==> src/rtl/mus_to_midi_event_parser_assert.svh <==
// ----------------------------------------------------------------------------
// mus_to_midi_event_parser assertion macros
// concurrent checks on clk, with and without the rst_n disable
// ----------------------------------------------------------------------------
`ifndef MUS_TO_MIDI_EVENT_PARSER_ASSERT_SVH
`define MUS_TO_MIDI_EVENT_PARSER_ASSERT_SVH

`ifndef SYNTHESIS
`define MTM_ASSERT(lbl, prop) \
  lbl: assert property (@(posedge clk) disable iff (!rst_n) prop) \
    else $error("mtm assertion failed");
`define MTM_ASSERT_RST(lbl, prop) \
  lbl: assert property (@(posedge clk) prop) \
    else $error("mtm reset assertion failed");
`else
`define MTM_ASSERT(lbl, prop)
`define MTM_ASSERT_RST(lbl, prop)
`endif

`endif

==> src/rtl/mtm_pkg.sv <==
// ----------------------------------------------------------------------------
// mtm_pkg
// types, codes and tables shared by the mus to midi event parser
// ----------------------------------------------------------------------------
package mtm_pkg;

  localparam int CHANNELS      = 16;
  localparam int CH_BITS       = $clog2(CHANNELS);
  localparam int TIME_BITS_DEF = 32;
  localparam int MID_DEPTH     = 2;
  localparam int OUT_DEPTH     = 2;

  localparam logic [7:0] EOT_BYTE = 8'h60;

  localparam logic [2:0] EV_RELEASE = 3'd0;
  localparam logic [2:0] EV_NOTE    = 3'd1;
  localparam logic [2:0] EV_PITCH   = 3'd2;
  localparam logic [2:0] EV_SYSTEM  = 3'd3;
  localparam logic [2:0] EV_CTRL    = 3'd4;

  typedef enum logic [3:0] {
    PH_STATUS  = 4'd0,
    PH_RELEASE = 4'd1,
    PH_NOTE    = 4'd2,
    PH_VEL     = 4'd3,
    PH_PITCH   = 4'd4,
    PH_SYSTEM  = 4'd5,
    PH_CTRL    = 4'd6,
    PH_CVALUE  = 4'd7,
    PH_PROGRAM = 4'd8,
    PH_DELTA   = 4'd9
  } phase_t;

  typedef enum logic [3:0] {
    K_NOTE   = 4'd0,
    K_PITCH  = 4'd1,
    K_CTRL   = 4'd2,
    K_PROG   = 4'd3,
    K_END    = 4'd4,
    K_BADST  = 4'd5,
    K_BADSYS = 4'd6,
    K_BADCTL = 4'd7,
    K_TRUNC  = 4'd8
  } kind_t;

  typedef struct packed {
    logic               op;
    logic [7:0]         data;
    logic [CH_BITS-1:0] chan;
    logic [2:0]         ev_type;
    logic               is_eot;
    logic               sys_ok;
    logic               ctl_zero;
    logic               ctl_ok;
    logic [7:0]         map_val;
  } cmd_t;

  typedef struct packed {
    kind_t       kind;
    logic [3:0]  channel;
    logic [7:0]  first_data;
    logic [7:0]  second_data;
    logic [1:0]  data_count;
    logic [31:0] timestamp;
  } res_t;

  typedef struct packed {
    logic halted;
    logic consume;
    logic emit;
  } back_stat_t;

  function automatic logic [7:0] ctrl_map(input logic [3:0] idx);
    logic [7:0] v;
    unique case (idx)
      4'd2:    v = 8'd1;
      4'd3:    v = 8'd7;
      4'd4:    v = 8'd10;
      4'd5:    v = 8'd11;
      4'd6:    v = 8'd91;
      4'd7:    v = 8'd93;
      4'd8:    v = 8'd64;
      4'd9:    v = 8'd67;
      4'd10:   v = 8'd120;
      4'd11:   v = 8'd123;
      4'd12:   v = 8'd126;
      4'd13:   v = 8'd127;
      4'd14:   v = 8'd121;
      default: v = 8'd0;
    endcase
    return v;
  endfunction

  // 15 goes to 9, 9..14 move up one
  function automatic logic [CH_BITS-1:0] chan_of(input logic [3:0] nib);
    logic [CH_BITS-1:0] c;
    priority if (nib == 4'd15) begin
      c = CH_BITS'(9);
    end else if (nib >= 4'd9) begin
      c = CH_BITS'(nib + 4'd1);
    end else begin
      c = CH_BITS'(nib);
    end
    return c;
  endfunction

endpackage

==> src/rtl/mtm_fifo.sv <==
// ----------------------------------------------------------------------------
// mtm_fifo
// small register queue, oldest entry shown while not empty
// ----------------------------------------------------------------------------
module mtm_fifo #(
  parameter int WIDTH = 8,
  parameter int DEPTH = 2
) (
  input  logic             clk,
  input  logic             rst_n,
  input  logic             wr,
  input  logic [WIDTH-1:0] wr_data,
  output logic             full,
  input  logic             rd,
  output logic [WIDTH-1:0] rd_data,
  output logic             empty
);

  localparam int AW = (DEPTH > 1) ? $clog2(DEPTH) : 1;
  localparam int CW = $clog2(DEPTH + 1);

  logic [WIDTH-1:0] mem_r [DEPTH];
  logic [AW-1:0]    wptr_r, wptr_nxt;
  logic [AW-1:0]    rptr_r, rptr_nxt;
  logic [CW-1:0]    cnt_r, cnt_nxt;
  logic             do_wr, do_rd;

  assign full    = (cnt_r == CW'(DEPTH));
  assign empty   = (cnt_r == '0);
  assign rd_data = mem_r[rptr_r];
  assign do_wr   = wr && !full;
  assign do_rd   = rd && !empty;

  always_comb begin
    wptr_nxt = wptr_r;
    rptr_nxt = rptr_r;
    cnt_nxt  = cnt_r;
    if (do_wr) begin
      wptr_nxt = (wptr_r == AW'(DEPTH - 1)) ? '0 : wptr_r + AW'(1);
    end
    if (do_rd) begin
      rptr_nxt = (rptr_r == AW'(DEPTH - 1)) ? '0 : rptr_r + AW'(1);
    end
    if (do_wr && !do_rd) begin
      cnt_nxt = cnt_r + CW'(1);
    end else if (do_rd && !do_wr) begin
      cnt_nxt = cnt_r - CW'(1);
    end
  end

  always_ff @(posedge clk) begin
    if (!rst_n) begin
      wptr_r <= '0;
      rptr_r <= '0;
      cnt_r  <= '0;
    end else begin
      wptr_r <= wptr_nxt;
      rptr_r <= rptr_nxt;
      cnt_r  <= cnt_nxt;
    end
  end

  always_ff @(posedge clk) begin
    if (do_wr) begin
      mem_r[wptr_r] <= wr_data;
    end
  end

endmodule

==> src/rtl/mtm_front.sv <==
// ----------------------------------------------------------------------------
// mtm_front
// accepts input bytes and classifies them for the parser
// ----------------------------------------------------------------------------
module mtm_front (
  input  logic          push,
  input  logic          full,
  input  logic          op,
  input  logic [7:0]    data_byte,
  output logic          wr,
  output mtm_pkg::cmd_t cmd
);

  assign wr = push && !full;

  always_comb begin
    cmd          = '0;
    cmd.op       = op;
    cmd.data     = data_byte;
    cmd.chan     = mtm_pkg::chan_of(data_byte[3:0]);
    cmd.ev_type  = data_byte[6:4];
    cmd.is_eot   = (data_byte == mtm_pkg::EOT_BYTE);
    cmd.sys_ok   = (data_byte >= 8'd10) && (data_byte <= 8'd14);
    cmd.ctl_zero = (data_byte == 8'd0);
    cmd.ctl_ok   = (data_byte < 8'd10);
    cmd.map_val  = mtm_pkg::ctrl_map(data_byte[3:0]);
  end

endmodule

==> src/rtl/mtm_back.sv <==
// ----------------------------------------------------------------------------
// mtm_back
// event parser: phase machine, velocity memory and tick time
// ----------------------------------------------------------------------------
module mtm_back #(
  parameter int TIME_BITS = mtm_pkg::TIME_BITS_DEF
) (
  input  logic                clk,
  input  logic                rst_n,
  input  logic                cmd_valid,
  input  mtm_pkg::cmd_t       cmd,
  output logic                cmd_pop,
  input  logic                res_full,
  output logic                res_wr,
  output mtm_pkg::res_t       res,
  output mtm_pkg::back_stat_t stat
);

  localparam int CB = mtm_pkg::CH_BITS;

  mtm_pkg::phase_t  phase_r, phase_nxt;
  logic [CB-1:0]    chan_r, chan_nxt;
  logic             st7_r, st7_nxt;
  logic [7:0]       pend_r, pend_nxt;
  logic [7:0]       vel_r [mtm_pkg::CHANNELS];
  logic             vel_we;
  logic [TIME_BITS-1:0] tick_r, tick_nxt;
  logic [TIME_BITS-1:0] acc_r, acc_nxt;
  logic [TIME_BITS-1:0] acc_shift;
  logic             halted_r, halted_nxt;
  logic             consume;
  logic [31:0]      ts;

  assign consume   = cmd_valid && !res_full;
  assign cmd_pop   = consume;
  assign ts        = 32'(tick_r);
  assign acc_shift = {acc_r[TIME_BITS-8:0], cmd.data[6:0]};

  always_comb begin
    phase_nxt  = phase_r;
    chan_nxt   = chan_r;
    st7_nxt    = st7_r;
    pend_nxt   = pend_r;
    tick_nxt   = tick_r;
    acc_nxt    = acc_r;
    halted_nxt = halted_r;
    vel_we     = 1'b0;
    res_wr     = 1'b0;
    res        = '0;
    res.kind       = mtm_pkg::K_END;
    res.timestamp  = ts;

    if (consume && !halted_r) begin
      if (cmd.op) begin
        res_wr     = 1'b1;
        halted_nxt = 1'b1;
        phase_nxt  = mtm_pkg::PH_STATUS;
        res.kind   = (phase_r == mtm_pkg::PH_STATUS) ? mtm_pkg::K_END : mtm_pkg::K_TRUNC;
      end else begin
        unique case (phase_r)
          mtm_pkg::PH_STATUS: begin
            if (cmd.is_eot) begin
              res_wr     = 1'b1;
              halted_nxt = 1'b1;
            end else begin
              chan_nxt = cmd.chan;
              st7_nxt  = cmd.data[7];
              unique case (cmd.ev_type)
                mtm_pkg::EV_RELEASE: phase_nxt = mtm_pkg::PH_RELEASE;
                mtm_pkg::EV_NOTE:    phase_nxt = mtm_pkg::PH_NOTE;
                mtm_pkg::EV_PITCH:   phase_nxt = mtm_pkg::PH_PITCH;
                mtm_pkg::EV_SYSTEM:  phase_nxt = mtm_pkg::PH_SYSTEM;
                mtm_pkg::EV_CTRL:    phase_nxt = mtm_pkg::PH_CTRL;
                default: begin
                  res_wr     = 1'b1;
                  halted_nxt = 1'b1;
                  res.kind   = mtm_pkg::K_BADST;
                end
              endcase
            end
          end
          mtm_pkg::PH_RELEASE: begin
            res_wr         = 1'b1;
            res.kind       = mtm_pkg::K_NOTE;
            res.first_data = cmd.data;
          end
          mtm_pkg::PH_NOTE: begin
            if (cmd.data[7]) begin
              pend_nxt  = {1'b0, cmd.data[6:0]};
              phase_nxt = mtm_pkg::PH_VEL;
            end else begin
              res_wr          = 1'b1;
              res.kind        = mtm_pkg::K_NOTE;
              res.first_data  = cmd.data;
              res.second_data = vel_r[chan_r];
            end
          end
          mtm_pkg::PH_VEL: begin
            vel_we          = 1'b1;
            res_wr          = 1'b1;
            res.kind        = mtm_pkg::K_NOTE;
            res.first_data  = pend_r;
            res.second_data = cmd.data;
          end
          mtm_pkg::PH_PITCH: begin
            res_wr          = 1'b1;
            res.kind        = mtm_pkg::K_PITCH;
            res.first_data  = {1'b0, cmd.data[0], 6'd0};
            res.second_data = {1'b0, cmd.data[7:1]};
          end
          mtm_pkg::PH_SYSTEM: begin
            res_wr = 1'b1;
            if (cmd.sys_ok) begin
              res.kind        = mtm_pkg::K_CTRL;
              res.first_data  = cmd.map_val;
              res.second_data = 8'd1;
            end else begin
              halted_nxt = 1'b1;
              phase_nxt  = mtm_pkg::PH_STATUS;
              res.kind   = mtm_pkg::K_BADSYS;
            end
          end
          mtm_pkg::PH_CTRL: begin
            priority if (cmd.ctl_zero) begin
              phase_nxt = mtm_pkg::PH_PROGRAM;
            end else if (cmd.ctl_ok) begin
              pend_nxt  = cmd.map_val;
              phase_nxt = mtm_pkg::PH_CVALUE;
            end else begin
              res_wr     = 1'b1;
              halted_nxt = 1'b1;
              phase_nxt  = mtm_pkg::PH_STATUS;
              res.kind   = mtm_pkg::K_BADCTL;
            end
          end
          mtm_pkg::PH_CVALUE: begin
            res_wr          = 1'b1;
            res.kind        = mtm_pkg::K_CTRL;
            res.first_data  = pend_r;
            res.second_data = cmd.data;
          end
          mtm_pkg::PH_PROGRAM: begin
            res_wr         = 1'b1;
            res.kind       = mtm_pkg::K_PROG;
            res.first_data = cmd.data;
          end
          mtm_pkg::PH_DELTA: begin
            if (cmd.data[7]) begin
              acc_nxt = acc_shift;
            end else begin
              tick_nxt  = tick_r + acc_shift;
              acc_nxt   = '0;
              phase_nxt = mtm_pkg::PH_STATUS;
            end
          end
          default: phase_nxt = mtm_pkg::PH_STATUS;
        endcase

        // completed channel event
        if (res_wr && (res.kind == mtm_pkg::K_NOTE || res.kind == mtm_pkg::K_PITCH ||
                       res.kind == mtm_pkg::K_CTRL || res.kind == mtm_pkg::K_PROG)) begin
          res.channel    = 4'(chan_r);
          res.data_count = (res.kind == mtm_pkg::K_PROG) ? 2'd1 : 2'd2;
          phase_nxt      = st7_r ? mtm_pkg::PH_DELTA : mtm_pkg::PH_STATUS;
          acc_nxt        = '0;
        end
      end
    end
  end

  always_ff @(posedge clk) begin
    if (!rst_n) begin
      phase_r  <= mtm_pkg::PH_STATUS;
      chan_r   <= '0;
      st7_r    <= 1'b0;
      pend_r   <= '0;
      tick_r   <= '0;
      acc_r    <= '0;
      halted_r <= 1'b0;
      for (int i = 0; i < mtm_pkg::CHANNELS; i++) begin
        vel_r[i] <= '0;
      end
    end else begin
      phase_r  <= phase_nxt;
      chan_r   <= chan_nxt;
      st7_r    <= st7_nxt;
      pend_r   <= pend_nxt;
      tick_r   <= tick_nxt;
      acc_r    <= acc_nxt;
      halted_r <= halted_nxt;
      if (vel_we) begin
        vel_r[chan_r] <= cmd.data;
      end
    end
  end

  assign stat.halted  = halted_r;
  assign stat.consume = consume;
  assign stat.emit    = res_wr;

endmodule

==> src/rtl/mus_to_midi_event_parser.sv <==
// ----------------------------------------------------------------------------
// mus_to_midi_event_parser
// mus score body bytes in, midi channel events out
//
//   channel  ports                                      transaction when
//   input    push full in_op in_data_byte               push && !full
//   result   pop empty out_kind out_channel out_first_data
//            out_second_data out_data_count out_timestamp  pop && !empty
//
// one byte per cycle sustained if the result queue has room; the classifier
// writes bytes to the command queue, the parser results to the result queue
// the parser step (phase machine, velocity memory, tick adder) sets the rate
// synchronous reset clears both queues, the phase, velocities and tick time
// a full result queue stalls the parser; the command queue then fills and
// raises full, each side stalling independently
// ----------------------------------------------------------------------------
`include "mus_to_midi_event_parser_assert.svh"

module mus_to_midi_event_parser #(
  parameter int TIME_BITS = mtm_pkg::TIME_BITS_DEF
) (
  input  logic        clk,
  input  logic        rst_n,
  input  logic        push,
  output logic        full,
  input  logic        in_op,
  input  logic [7:0]  in_data_byte,
  output logic        empty,
  input  logic        pop,
  output logic [3:0]  out_kind,
  output logic [3:0]  out_channel,
  output logic [7:0]  out_first_data,
  output logic [7:0]  out_second_data,
  output logic [1:0]  out_data_count,
  output logic [31:0] out_timestamp
);

  localparam int CMD_W = $bits(mtm_pkg::cmd_t);
  localparam int RES_W = $bits(mtm_pkg::res_t);

  logic                mid_wr, mid_full, mid_empty, mid_rd;
  mtm_pkg::cmd_t       front_cmd, back_cmd;
  logic [CMD_W-1:0]    mid_rd_data;
  logic                res_wr, res_full;
  mtm_pkg::res_t       back_res, out_res;
  logic [RES_W-1:0]    out_rd_data;
  mtm_pkg::back_stat_t bk_stat;
  logic                stop_emit;

  assign full = mid_full;

  mtm_front u_front (
    .push      (push),
    .full      (mid_full),
    .op        (in_op),
    .data_byte (in_data_byte),
    .wr        (mid_wr),
    .cmd       (front_cmd)
  );

  mtm_fifo #(
    .WIDTH (CMD_W),
    .DEPTH (mtm_pkg::MID_DEPTH)
  ) u_cmd_q (
    .clk     (clk),
    .rst_n   (rst_n),
    .wr      (mid_wr),
    .wr_data (front_cmd),
    .full    (mid_full),
    .rd      (mid_rd),
    .rd_data (mid_rd_data),
    .empty   (mid_empty)
  );

  assign back_cmd = mtm_pkg::cmd_t'(mid_rd_data);

  mtm_back #(
    .TIME_BITS (TIME_BITS)
  ) u_back (
    .clk       (clk),
    .rst_n     (rst_n),
    .cmd_valid (!mid_empty),
    .cmd       (back_cmd),
    .cmd_pop   (mid_rd),
    .res_full  (res_full),
    .res_wr    (res_wr),
    .res       (back_res),
    .stat      (bk_stat)
  );

  mtm_fifo #(
    .WIDTH (RES_W),
    .DEPTH (mtm_pkg::OUT_DEPTH)
  ) u_res_q (
    .clk     (clk),
    .rst_n   (rst_n),
    .wr      (res_wr),
    .wr_data (back_res),
    .full    (res_full),
    .rd      (pop),
    .rd_data (out_rd_data),
    .empty   (empty)
  );

  assign out_res         = mtm_pkg::res_t'(out_rd_data);
  assign out_kind        = out_res.kind;
  assign out_channel     = out_res.channel;
  assign out_first_data  = out_res.first_data;
  assign out_second_data = out_res.second_data;
  assign out_data_count  = out_res.data_count;
  assign out_timestamp   = out_res.timestamp;

  assign stop_emit = bk_stat.emit && (back_res.kind == mtm_pkg::K_END ||
                     back_res.kind == mtm_pkg::K_TRUNC || back_res.kind == mtm_pkg::K_BADST);

  `MTM_ASSERT(a_silent_when_halted, bk_stat.halted |-> !bk_stat.emit)
  `MTM_ASSERT(a_no_res_overflow, res_wr |-> !res_full && bk_stat.consume)
  `MTM_ASSERT(a_stop_halts, stop_emit |=> bk_stat.halted)
  `MTM_ASSERT_RST(a_reset_empties, !rst_n |=> empty && !full)

endmodule
==> config.mk <==
export PLATFORM = sky130hd
export DESIGN_NAME = mus_to_midi_event_parser
export DESIGN_NICKNAME = d
export VERILOG_FILES = /design/src/rtl/mtm_pkg.sv /design/src/rtl/mtm_fifo.sv /design/src/rtl/mtm_front.sv /design/src/rtl/mtm_back.sv /design/src/rtl/mus_to_midi_event_parser.sv
export VERILOG_INCLUDE_DIRS = /design/src /design/src/rtl
export SDC_FILE = /design/constraint.sdc
export NUM_CORES = 1
export LEC_CHECK = 0
export ABC_CLOCK_PERIOD_IN_PS = 5800
export BUFFER_PORTS_ARGS = -buffer_cell sky130_fd_sc_hd__buf_2
export CAP_MARGIN = 20
export CELL_PAD_IN_SITES_DETAIL_PLACEMENT = 1
export CELL_PAD_IN_SITES_GLOBAL_PLACEMENT = 1
export CORE_ASPECT_RATIO = 2
export CORE_UTILIZATION = 50
export DETAILED_ROUTE_END_ITERATION = 16
export PLACE_DENSITY = 0.78
export SLEW_MARGIN = 20
export SYNTH_ARGS = -nofsm -noshare
export SYNTH_HDL_FRONTEND = slang
export SYNTH_SLANG_ARGS = --single-unit
==> constraint.sdc <==
create_clock -name clk -period 5.8 [get_ports clk]
set_input_delay 1.16 -clock clk [delete_from_list [all_inputs] [get_ports clk]]
set_output_delay 1.16 -clock clk [all_outputs]
set_load 0.05 [all_outputs]
==> flow_metrics.env <==
export IMPL_status="complete, no violations"
export IMPL_path_class="reg -> reg"
export IMPL_highest_layer="met4"
export IMPL_max_cap_violations=0
export IMPL_wl_met3_um=1600
export IMPL_syn_avg_cell_area_um2=12.1
export IMPL_rr_endpoint="u_back.tick_r[24]"
export IMPL_rsz0062_at_grt="no"
export IMPL_port_buffer_count=72
export IMPL_cts_setup_buffers=0
export IMPL_ant_nets=0
export IMPL_track_usage_pct=29.4
export IMPL_dr_wl_met2_um=30300
export IMPL_worst_setup_path_end_kind="register"
export IMPL_yosys_area_top_type_share_pct=49.7
export IMPL_htreeDepth=2
export IMPL_p_leak_uw=0.00713
export IMPL_antenna_found_initial=0
export IMPL_clkTransAtPathRegs_ns=0.07
export IMPL_setup_viol=0
export IMPL_nets=1559
export IMPL_initialDrtViolationCount=747
export IMPL_yosysUniqueCellTypes=70
export IMPL_dr_pass1_iters=7
export IMPL_period_share_pct=75.4
export IMPL_r2r_setup_slack_ns=1.43
export IMPL_grt_pass1_vias=13300
export IMPL_setup_tns_ns=0
export IMPL_ios=73
export IMPL_std_cell_rows=97
export IMPL_dieArea_um2=36100
export IMPL_fin_ws_ns=1.43
export IMPL_cts_made_buffers=34
export IMPL_vias=12200
export IMPL_async_flop_share_pct=0
export IMPL_cts_tree="yes"
export IMPL_num_fill_cells=3597
export IMPL_netlist_top_cells_area="edfxtp_1, dfxtp_1, mux4_2"
export IMPL_syn_cell_area_um2=17700
export IMPL_synth_top_cell_by_area="edfxtp_1"
export IMPL_synth_commonest_cells="edfxtp_1, nor2_1, nand2_1"
export IMPL_dp_cells=1915
export IMPL_grt_pass1_wl_um=77700
export IMPL_hpwlAfterDp_um=37700
export IMPL_place_congestion=0.984
export IMPL_clock_root_buffer="clkbuf_16"
export IMPL_syn_num_nets=1518
export IMPL_chipHeight_um=268
export IMPL_instances_no_fill=1977
export IMPL_path_max_fanout=25
export IMPL_viasPerCell=6.16
export IMPL_cts_sinks=380
export IMPL_clk_path_buf_depth=3
export IMPL_tightest_slew_ns=1.15
export IMPL_slew_headroom_pct=22.8
export IMPL_synth_edff_count=292
export IMPL_ys_flop_type="edfxtp_1"
export IMPL_power_density_nw_per_um2=455
export IMPL_drt_met1_wl_um=15500
export IMPL_grt_ovfl_total=0
export IMPL_wire_per_inst_um=26.2
export IMPL_cts_resized=0
export IMPL_slew_viol_final=0
export IMPL_arrival_ns=4.78
export IMPL_syn_inst=1465
export IMPL_drive_above_1_share_pct=18.5
export IMPL_final_hold_viol_count=0
export IMPL_initial_core_util_pct=50.5
export IMPL_ir_drop_uv=408
export IMPL_yosys_warnings=0
export IMPL_ys_ff_latch=380
export IMPL_hold_path_depth=2
export IMPL_clock_skew_ns=0.0186
export IMPL_max_freq_ghz=0.229
export IMPL_clk_latency_ns=0.54
export IMPL_worstHoldPathType="reg -> reg"
export IMPL_syn_to_final_growth_pct=11.5
export IMPL_power_uw=8950
export IMPL_synthMostInstantiatedCell="edfxtp_1"
export IMPL_die_x_um=135
export IMPL_period_minus_slack_ns=4.37
export IMPL_ys_seq_area_share_pct=59.6
export IMPL_coreArea_um2=35000
export IMPL_place_ws_ns=1.58
export IMPL_start_kind="register"
export IMPL_drcViolationCount=0
export IMPL_required_ns=6.21
export IMPL_n_antenna_cell=0
export IMPL_critPathCapture="u_back.tick_r[24]"
export IMPL_rr_worst_depth=13
export IMPL_wl_um=51800
export IMPL_ctsHoldBuffers=0
export IMPL_grt_max_degree=49
[layer usage]
layer | vias up | track usage [%]
met5 | - | 0
met4 | 0 | 23.5
met3 | 184 | 4.09
met2 | 334 | 58.9
met1 | 6158 | 24.7
li1 | 5511 | -
[report_power, final]
part / internal [µW] / leakage (µW) / switching (µW)
sequential: 3350 / 0.00355 / 261
combinational: 832 / 0.00299 / 2010
clock: 1490 / 0.000594 / 1010
total: 5670 / 0.00713 / 3280
[critical path, stage by stage (launching register included)]
cell and delay [ns]:
dfxtp_1 0.55, buf_4 0.42, mux2i_2 0.26, buf_4 0.31, inv_1 0.18, ha_1 0.38, o21a_1 0.13, o31a_1 0.13
o31ai_1 0.61, a31oi_1 0.23, a21oi_1 0.63, nor3_1 0.15, nand4b_1 0.14, nand4b_1 0.10
[logic make-up after synthesis]
group	synth area share [%]
simple gates	12.9
flops	59.6
compound gates	9.81
mux	10.6
buf+inv	2.78
fa+ha+maj	2.88
xor+xnor	1.34
[layout by cell type (no fill, tap or decap), types with 41 or more instances in the layout]
cell	n
dfxtp_1	85
nand2_1	123
nor2_1	215
a21oi_1	76
nand3_1	43
o21ai_0	60
mux4_2	41
mux2_2	69
buf_2	73
edfxtp_1	292
[how the worst min path moves through the flow]
| stage | startpoint | endpoint | slack (ns) |
|---|---|---|---|
| after CTS | u_back.acc_r[20] | u_back.acc_r[20] | 0.46 |
| after global routing | u_back.acc_r[20] | u_back.acc_r[20] | 0.48 |
| after detailed placement | u_back.acc_r[20] | u_back.acc_r[20] | 0.45 |
| after floorplan | u_back.acc_r[18] | u_back.acc_r[18] | 0.44 |
| after global placement | u_back.acc_r[18] | u_back.acc_r[18] | 0.45 |
| final | u_back.acc_r[20] | u_back.acc_r[20] | 0.46 |
[metrics by stage]
stage | utilization (%) | hold WS [ns] | area, µm²
after global placement | 52.8 | 0.446 | 18500
after global routing | 56.3 | 0.476 | 19700
final | 56.3 | 0.461 | 19700
after detailed placement | 52.8 | 0.450 | 18500
after CTS | 56.3 | 0.459 | 19700
after floorplan | - | 0.436 | 17700
[sequential cells by signal, indices dropped and copies added (netlist names), named ones only]
signal / flops
u_res_q.rptr_r: 1
u_res_q.mem_r: 116
u_back.vel_r: 128
u_back.tick_r: 32
u_cmd_q.rptr_r: 1
u_cmd_q.mem_r: 48
u_res_q.cnt_r: 2
u_back.acc_r: 25
u_back.pend_r: 7
u_cmd_q.cnt_r: 2
u_back.chan_r: 4
u_back.phase_r: 4
u_cmd_q.wptr_r: 1
u_res_q.wptr_r: 1
u_back.st7_r: 1
u_back.halted_r: 1
[area by class of cell]
class                      instances  area (µm²)  share of cell area (%)
clock buffer                      47        1000                    5.10
clock inverter                    15         225                    1.14
tap                              445         557                    2.83
timing repair buffer              99         573                    2.91
multi-input combinational        963        6690                    34.0
sequential                       380       10500                    53.5
inverter                          28         105                   0.534
No activity file was read; power rests on OpenSTA's default activity.
